File: src/design/amcd_pkg.sv
// amcd_pkg: shared types and constants for the actuator mask cooldown driver.
// No dependencies; imported by every module of the block.
package amcd_pkg;

  localparam int MASK_W = 20;   // width of the target mask fields
  localparam int NOW_W  = 32;   // millisecond time stamp width
  localparam int CD_W   = 16;   // cooldown register width

  localparam logic [CD_W-1:0] CD_RESET = 16'd500;

  localparam logic CMD_APPLY = 1'b0;
  localparam logic CMD_EVAL  = 1'b1;

  typedef enum logic [2:0] {
    ST_IDLE = 3'b001,
    ST_EVAL = 3'b010,
    ST_POST = 3'b100
  } state_t;

  // request from the sequencer to the timer bank for one target slot
  typedef struct packed {
    logic active;
    logic pending;
  } tmr_req_t;

endpackage

File: src/design/amcd_timer_bank.sv
// amcd_timer_bank: flip time stamp per target plus the shared elapsed-time
// subtract and cooldown compare. Depends on amcd_pkg.
module amcd_timer_bank import amcd_pkg::*; #(
  parameter int NT    = 20,
  parameter int IDX_W = 5
) (
  input  logic             clk,
  input  logic             rst_n,
  input  tmr_req_t         req,
  input  logic [IDX_W-1:0] idx,
  input  logic [NOW_W-1:0] now,
  input  logic [CD_W-1:0]  cooldown,
  output logic             flip
);

  logic [NOW_W-1:0] stamp_r [NT];
  logic [NOW_W-1:0] elapsed;

  // wraps modulo 2^32, as the free-running clock does
  assign elapsed = now - stamp_r[idx];
  assign flip    = req.active & req.pending & (elapsed >= NOW_W'(cooldown));

  always_ff @(posedge clk) begin
    if (!rst_n) begin
      for (int i = 0; i < NT; i++) begin
        stamp_r[i] <= '0;
      end
    end else if (flip) begin
      stamp_r[idx] <= now;
    end
  end

endmodule

File: src/design/actuator_mask_cooldown_driver.sv
// actuator_mask_cooldown_driver: top level, sequencer, mask state, config
// register and output register. Depends on amcd_pkg and amcd_timer_bank.
//
//  channel | direction | handshake          | payload
//  --------+-----------+--------------------+----------------------------------
//  in_     | input     | in_valid/in_ready  | cmd, target_mask, new_state, now
//  out_    | output    | out_valid/out_ready| drive_mask, flipped_mask, written
//  cfg_    | input     | cfg_we             | cooldown_ms
//
// A command beat goes from idle straight to the post step; an evaluate beat first
// walks every target in the evaluate state: the timer bank visits one target per cycle.
// in_ready is high only while idle; a finished result waits in the output
// register, and the next beat may be taken meanwhile. The final step of the
// next beat stalls until that held result has been taken.
// rst_n is synchronous: masks, flip times and sequencer clear, cooldown -> 500.
module actuator_mask_cooldown_driver import amcd_pkg::*; #(
  parameter int TARGET_COUNT = 20
) (
  input  logic              clk,
  input  logic              rst_n,
  input  logic              in_valid,
  output logic              in_ready,
  input  logic              in_cmd,
  input  logic [MASK_W-1:0] in_target_mask,
  input  logic              in_new_state,
  input  logic [NOW_W-1:0]  in_now_ms,
  output logic              out_valid,
  input  logic              out_ready,
  output logic [MASK_W-1:0] out_drive_mask,
  output logic [MASK_W-1:0] out_flipped_mask,
  output logic              out_drive_written,
  input  logic              cfg_we,
  input  logic [CD_W-1:0]   cfg_wdata
);

  // targets that can be addressed through the mask fields
  localparam int NT    = (TARGET_COUNT < MASK_W) ? TARGET_COUNT : MASK_W;
  localparam int IDX_W = (NT > 1) ? $clog2(NT) : 1;
  localparam logic [MASK_W-1:0] EXIST_MASK = {MASK_W{1'b1}} >> (MASK_W - NT);
  localparam logic [IDX_W-1:0]  LAST_IDX   = IDX_W'(NT - 1);

  state_t            state_r, state_nxt;
  logic [IDX_W-1:0]  idx_r, idx_nxt;
  logic [MASK_W-1:0] wanted_r, wanted_nxt;
  logic [MASK_W-1:0] driven_r, driven_nxt;
  logic [NT-1:0]     acc_r, acc_nxt;
  logic [NOW_W-1:0]  now_r, now_nxt;
  logic [CD_W-1:0]   cooldown_r;

  logic              out_valid_r, out_valid_nxt;
  logic [MASK_W-1:0] out_drive_r, out_drive_nxt;
  logic [MASK_W-1:0] out_flip_r, out_flip_nxt;
  logic              out_wr_r, out_wr_nxt;

  logic              in_beat;
  logic              out_free;
  logic [MASK_W-1:0] cmd_mask;
  logic [NT-1:0]     pend_v;
  logic [MASK_W-1:0] acc_ext;
  tmr_req_t          tmr_req;
  logic              flip;

  assign in_ready = (state_r == ST_IDLE);
  assign in_beat  = in_valid & in_ready;
  assign out_free = ~out_valid_r | out_ready;
  assign cmd_mask = in_target_mask & EXIST_MASK;
  assign pend_v   = wanted_r[NT-1:0] ^ driven_r[NT-1:0];
  assign acc_ext  = MASK_W'(acc_r);

  assign tmr_req.active  = (state_r == ST_EVAL);
  assign tmr_req.pending = pend_v[idx_r];

  amcd_timer_bank #(
    .NT    (NT),
    .IDX_W (IDX_W)
  ) u_timers (
    .clk      (clk),
    .rst_n    (rst_n),
    .req      (tmr_req),
    .idx      (idx_r),
    .now      (now_r),
    .cooldown (cooldown_r),
    .flip     (flip)
  );

  always_comb begin
    state_nxt     = state_r;
    idx_nxt       = idx_r;
    wanted_nxt    = wanted_r;
    driven_nxt    = driven_r;
    acc_nxt       = acc_r;
    now_nxt       = now_r;
    out_valid_nxt = out_valid_r & ~out_ready;
    out_drive_nxt = out_drive_r;
    out_flip_nxt  = out_flip_r;
    out_wr_nxt    = out_wr_r;

    unique case (state_r)
      ST_IDLE: begin
        if (in_beat) begin
          acc_nxt = '0;
          idx_nxt = '0;
          if (in_cmd == CMD_EVAL) begin
            now_nxt   = in_now_ms;
            state_nxt = ST_EVAL;
          end else begin
            wanted_nxt = in_new_state ? (wanted_r | cmd_mask) : (wanted_r & ~cmd_mask);
            state_nxt  = ST_POST;
          end
        end
      end
      ST_EVAL: begin
        acc_nxt[idx_r] = flip;
        if (idx_r == LAST_IDX) begin
          state_nxt = ST_POST;
        end else begin
          idx_nxt = idx_r + 1'b1;
        end
      end
      ST_POST: begin
        if (out_free) begin
          driven_nxt    = driven_r ^ acc_ext;
          out_valid_nxt = 1'b1;
          out_drive_nxt = driven_r ^ acc_ext;
          out_flip_nxt  = acc_ext;
          out_wr_nxt    = |acc_r;
          state_nxt     = ST_IDLE;
        end
      end
      default: state_nxt = ST_IDLE;
    endcase
  end

  always_ff @(posedge clk) begin
    if (!rst_n) begin
      state_r     <= ST_IDLE;
      idx_r       <= '0;
      wanted_r    <= '0;
      driven_r    <= '0;
      cooldown_r  <= CD_RESET;
      out_valid_r <= 1'b0;
    end else begin
      state_r     <= state_nxt;
      idx_r       <= idx_nxt;
      wanted_r    <= wanted_nxt;
      driven_r    <= driven_nxt;
      out_valid_r <= out_valid_nxt;
      if (cfg_we) begin
        cooldown_r <= cfg_wdata;
      end
    end
  end

  always_ff @(posedge clk) begin
    acc_r       <= acc_nxt;
    now_r       <= now_nxt;
    out_drive_r <= out_drive_nxt;
    out_flip_r  <= out_flip_nxt;
    out_wr_r    <= out_wr_nxt;
  end

  assign out_valid         = out_valid_r;
  assign out_drive_mask    = out_drive_r;
  assign out_flipped_mask  = out_flip_r;
  assign out_drive_written = out_wr_r;

endmodule

File: config.mk
export PLATFORM = sky130hd
export DESIGN_NAME = actuator_mask_cooldown_driver
export DESIGN_NICKNAME = d
export VERILOG_FILES = /design/src/design/amcd_pkg.sv /design/src/design/amcd_timer_bank.sv /design/src/design/actuator_mask_cooldown_driver.sv
export SDC_FILE = /design/constraint.sdc
export NUM_CORES = 2
export LEC_CHECK = 0
export ABC_CLOCK_PERIOD_IN_PS = 9950
export BUFFER_PORTS_ARGS = -buffer_cell sky130_fd_sc_hd__buf_2
export CAP_MARGIN = 10
export CORE_MARGIN = 3
export CORE_UTILIZATION = 30
export CTS_CLUSTER_SIZE = 14
export DETAILED_ROUTE_END_ITERATION = 8
export SYNTH_ARGS = -nofsm -noshare
export SYNTH_HDL_FRONTEND = slang
export SYNTH_SLANG_ARGS = --single-unit
File: constraint.sdc
create_clock -name clk -period 9.95 [get_ports clk]
set_input_delay 1.4925 -clock clk [delete_from_list [all_inputs] [get_ports clk]]
set_output_delay 1.4925 -clock clk [all_outputs]
set_load 0.005 [all_outputs]
### Word-level counts from Yosys, hierarchy flattened

Memory sizes are Yosys's and may differ from the RTL's. A register that Yosys moved wholly into a read port is not among the register bits.
Cells that the tools add are included.

| storage, ports and cells | value |
|---|---|
| bits in registers | 158 |
| bits in writable memories | 640 |
| input port bits | 75 |
| output and inout bits | 43 |
| word-level logic and storage cells | 75 |
| memories | 1 |

Memory list:

| name | words | width | read ports | clocked after Yosys merged registers in | wr ports | line | source |
|---|---|---|---|---|---|---|---|
| u_timers.stamp_r | 20 | 32 | 1 | 1 | 20 | amcd_timer_bank.sv:16 | `logic [NOW_W-1:0] stamp_r [NT];` |

| cells by class | value |
|---|---|
| $add $sub $neg | 2 |
| $lt $le $gt $ge | 3 |
| eq/ne operators | 8 |
| multiplexer cells | 27 |
| bitwise logic cells | 13 |
| reductions and logical operators | 10 |

Operators with widths:

| kind | count |
|---|---|
| 20-bit 2-to-1 mux | 2 |
| 20-bit case mux with 2 select lines | 1 |
| 20-bit XOR | 2 |
| 32-bit by 16-bit greater-or-equal comparator with 1-bit output | 1 |
| 32-bit 2-to-1 mux | 1 |
| 32-bit OR reduction | 1 |
| 32-bit subtractor | 1 |
| 5-bit 2-to-1 mux | 5 |
| 20-bit bitwise AND | 1 |
| 20-bit bitwise mux | 1 |
| 20-bit inverter | 1 |
| 20-bit OR | 1 |
| 20-bit OR reduction | 1 |
| 3-bit 2-to-1 mux | 4 |
| 3-bit AND reduction | 4 |
| 5-bit case mux with 2 select lines | 1 |
| 1-bit 2-to-1 mux | 9 |
| 3-bit case mux with 3 select lines | 1 |
| 5-bit by 6-bit < comparator with 1-bit output, second input constant | 1 |
| 2-bit inequality test, second input constant | 3 |
| 5-bit by 1-bit adder with 5-bit output, second input constant | 1 |
| 1-bit binary-select mux with 5-bit select | 1 |
| 1-bit demux with 5-bit select | 1 |
| 5-bit == test, second input constant | 1 |
| 11 further kinds | 17 |

### Logic depth before layout (Yosys ltp)

| logic depth | value |
|---|---|
| word-level depth | 10 |
| depth in mapped cells | 29 |

### Cells and area by module

From an unflattened synthesis, not the netlist that was laid out.

| second synthesis, totals | value |
|---|---|
| cells, all modules | 3,427 |
| area total of the unflattened synthesis | 51,252.9 um^2 |

Modules (own cells, without submodules):

| module | instances | cells an instance | area an instance (um^2) |
|---|---|---|---|
| amcd_timer_bank | 1 | 2,886 | 44,752.9 |
| actuator_mask_cooldown_driver | 1 | 541 | 6,500.0 |

### Worst setup path after synthesis

Ideal clock, no wire load.

| timing path | value |
|---|---|
| path type | register to register |
| start point | register (tool-made name) |
| end point | memory u_timers.stamp_r[13][0] (enable) |
| setup time | 0.470 ns |
| arrival time | 7.954 ns |
| setup slack | 1.526 ns |
| cell stages (with the launch flop) | 28 |
| path buffers | 5 |
| clock period less this slack | 8.424 ns |
| cells stage by stage | dfxtp_1 -> clkbuf_1 -> clkbuf_1 -> buf_1 -> mux4_2 -> mux4_2 -> mux2i_1 -> ha_1 -> a21oi_1 -> nand2_1 -> nor2_1 -> o31ai_1 -> a21o_1 -> a21o_1 -> a21o_1 -> a21oi_1 -> xnor2_1 -> ha_1 -> and4_1 -> o21ai_0 -> a21oi_1 -> or3_1 -> nor4_1 -> nand4b_1 -> nor4_2 -> clkbuf_1 -> buf_2 -> o31ai_1 |

RTL lines:

| item | line |
|---|---|
| end: declaration | amcd_timer_bank.sv:16 |

==> impl_metrics.ini <==
[logic_synthesis]
synth.area.top_cells = edfxtp_1 (60%), mux4_2 (13%), a2111oi_0 (4.0%)
synth_top_area_share_pct = 60.5
ys_ff_latch = 1187
netlist_area_um2 = 55500
synth_edf_count = 1117
synthCells = 3778
yosysSeqAreaShare_pct = 63.0
syn_avg_cell_area_um2 = 14.7
synth_top_area_cell = edfxtp_1
ys.flop_type = edfxtp_1
synth_cell_type_count = 64
yosys_warnings = 0
async_reset_ff_share_pct = 0

[finish]
area_growth_syn_to_layout_pct = 15.5
final_cell_mix = edfxtp_1 (1117), conb_1 (384), mux4_2 (323)
drive_above_1_share_pct = 18.5
final_common_cell = edfxtp_1
utilization_pct = 34.9
final_nets = 4198

[sta]
post-route-period-util_pct = 86.3
whs_ns = 0.477
setup_viol = 0
period_needed_ns = 8.59
tightest_slew_ns = 1.21
fin_tns_setup_ns = 0
rsz0062_at_grt = no
fmax_ghz = 0.116
timing.final.max_slew_violations = 0
relSlewSlack_pct = 19.0
finalClockSkew_ns = 0.0355
hold_viol_final = 0

[power]
power_mw = 11.1
p_per_area_nw_per_um2 = 173
ir_worst_vdd_uv = 138
p_leak_nw = 20.9

[floorplan]
io_pins = 118
fp-row-count = 157
die_area_um2 = 190000
die_w_um = 436
coreArea_um2 = 183000
die_h_um = 436
start_util_pct = 30.2

[drt]
drt-vias-per-instance = 5.60
drtAntennaViolNets = 0
wl_per_cell_um = 25.8
dr.pass1.iters = 7
vias = 37200
drcViolationCount = 0
drt_iter0_drc = 4859
wl_um = 171000

[critical_path]
endpoint_kind = flip-flop
crit_path_max_fanout = 92
startpoint_type = flip-flop
arrival_ns = 8.97
crit_required_ns = 10.33
path_class = flip-flop to flip-flop

[global_route]
grt_first_pass_wirelength_um = 250000
gr-usage-all-layers_pct = 17.5
grt_pass1_vias = 36900
grt_overflow = 0
antenna_found_initial = 8
grt_max_degree = 215

[cts]
post_cts_buffers = 0
cts_tree = yes
numCtsBuffers = 119
cts_root_buf = clkbuf_16
cts_resized = 0
clk_latency_ns = 0.77
cts_max_path_buffers = 3
hold_buffers = 0
clock-sinks = 1187
cts_htree_levels = 3
path_clk_slew_ns = 0.06

[run_status]
outcome = finished, final reports clean

[flow_run]
drv_cap = 0

[placement]
place.gp.congestion = 0.900
hpwl_um = 90400
io_buffers = 117

[min_path]
hold_class = flip-flop to flip-flop
[power breakdown]
| part | switching [mW] | internal (mW) | total (mW) |
|---|---|---|---|
| Combinational | 0.475 | 0.213 | 0.689 |
| Sequential | 0.0944 | 5.66 | 5.75 |
| Clock | 2.01 | 2.65 | 4.66 |
| Total | 2.58 | 8.52 | 11.1 |
[cell usage after synthesis, types with 19 or more instances]
cell / count
edfxtp_1: 1117
mux4_2: 323
clkbuf_1: 317
nand3_1: 306
a21oi_1: 297
a2111oi_0: 252
nand2_1: 227
nor4_1: 119
dfxtp_1: 70
nor2_1: 70
o21ai_0: 65
and3_1: 57
ha_1: 53
mux2i_1: 47
xor2_1: 45
xnor2_1: 41
buf_1: 39
buf_2: 35
nand4_1: 34
and2_1: 30
inv_1: 28
a21boi_0: 22
nor3_1: 19
[cell type report]
cell class | instances | area (µm²)
sequential | 1187 | 35000
clock inverter | 78 | 856
multi-input combinational | 2527 | 20400
antenna | 2 | 5.00
tap | 2464 | 3080
timing repair buffer | 206 | 1470
inverter | 28 | 105
fill | 17800 | 119000
clock buffer | 148 | 3160
[path summary, 6_finish.rpt]
path                            depth (start not counted)  slack (ns)  startpoint                                      to
worst max-delay path                                   24        1.36   flip-flop  u_timers.stamp_r[16][11]$_SDFFCE_PN0P_
worst min-delay path                                    2        0.48   flip-flop                               flip-flop
worst max register to register                         24        1.36   flip-flop  u_timers.stamp_r[16][11]$_SDFFCE_PN0P_
worst min register to register                          2        0.48   flip-flop                               flip-flop
[per-layer routing]
layer  vias to the layer above  share of wire, %  global-route usage, %
met5                         -                 0                      0
met4                         0               4.7                   8.01
met3                       453               9.8                   3.19
met2                      2255                49                   29.6
met1                     19000                36                   21.8
li1                      15500                 -                      -
[worst max-delay path, stage by stage (launching register included)]
cell	delay, ns
dfxtp_4	0.75
buf_12	0.46
mux4_2	0.58
mux4_2	0.50
mux2i_1	0.61
ha_1	0.42
nor2b_1	0.17
o2111ai_1	0.36
nand2_1	0.16
a21o_1	0.21
a21oi_1	0.18
xnor2_1	0.10
ha_1	0.19
a21oi_1	0.12
o21ai_0	0.18
nor3_1	0.43
a21oi_1	0.16
or3_1	0.32
nor4_1	0.23
nand4b_1	0.22
nor4_4	0.44
buf_12	0.27
buf_12	0.47
o21ai_4	0.10
buf_4	0.46
[metrics by stage]
stage | setup WS [ns] | std cells | instance area [µm²]
4_1_cts | 1.27 | 6638 | 64000
3_3_place_gp | 1.24 | 6412 | 60000
6_report | 1.36 | 6640 | 64000
3_5_place_dp | 1.33 | 6412 | 60000
2_1_floorplan | 1.53 | 4161 | 56900
5_1_grt | 0.825 | 6639 | 64000
[registers in the layout, indices dropped and copies added (netlist names), named ones only]
signal,flops
idx_r,5
driven_r,20
acc_ext,20
cooldown_r,16
now_r,32
out_flipped_mask,20
out_valid,1
out_drive_written,1
u_timers.stamp_r,1024
out_drive_mask,20
state_r,3
[logic make-up (layout without fill, tap and decap cells)]
logic type,after synthesis,count (layout),synth area share (%)
compound gates,705,705,8.54
xor+xnor,86,86,1.36
fa+ha+maj,54,54,1.23
buf+inv,447,460,3.36
flops,1187,1187,63.0
mux,371,371,14.0
other cells,1,386,0.00676
simple gates,927,927,8.53
(Power assumes the default switching activity.)
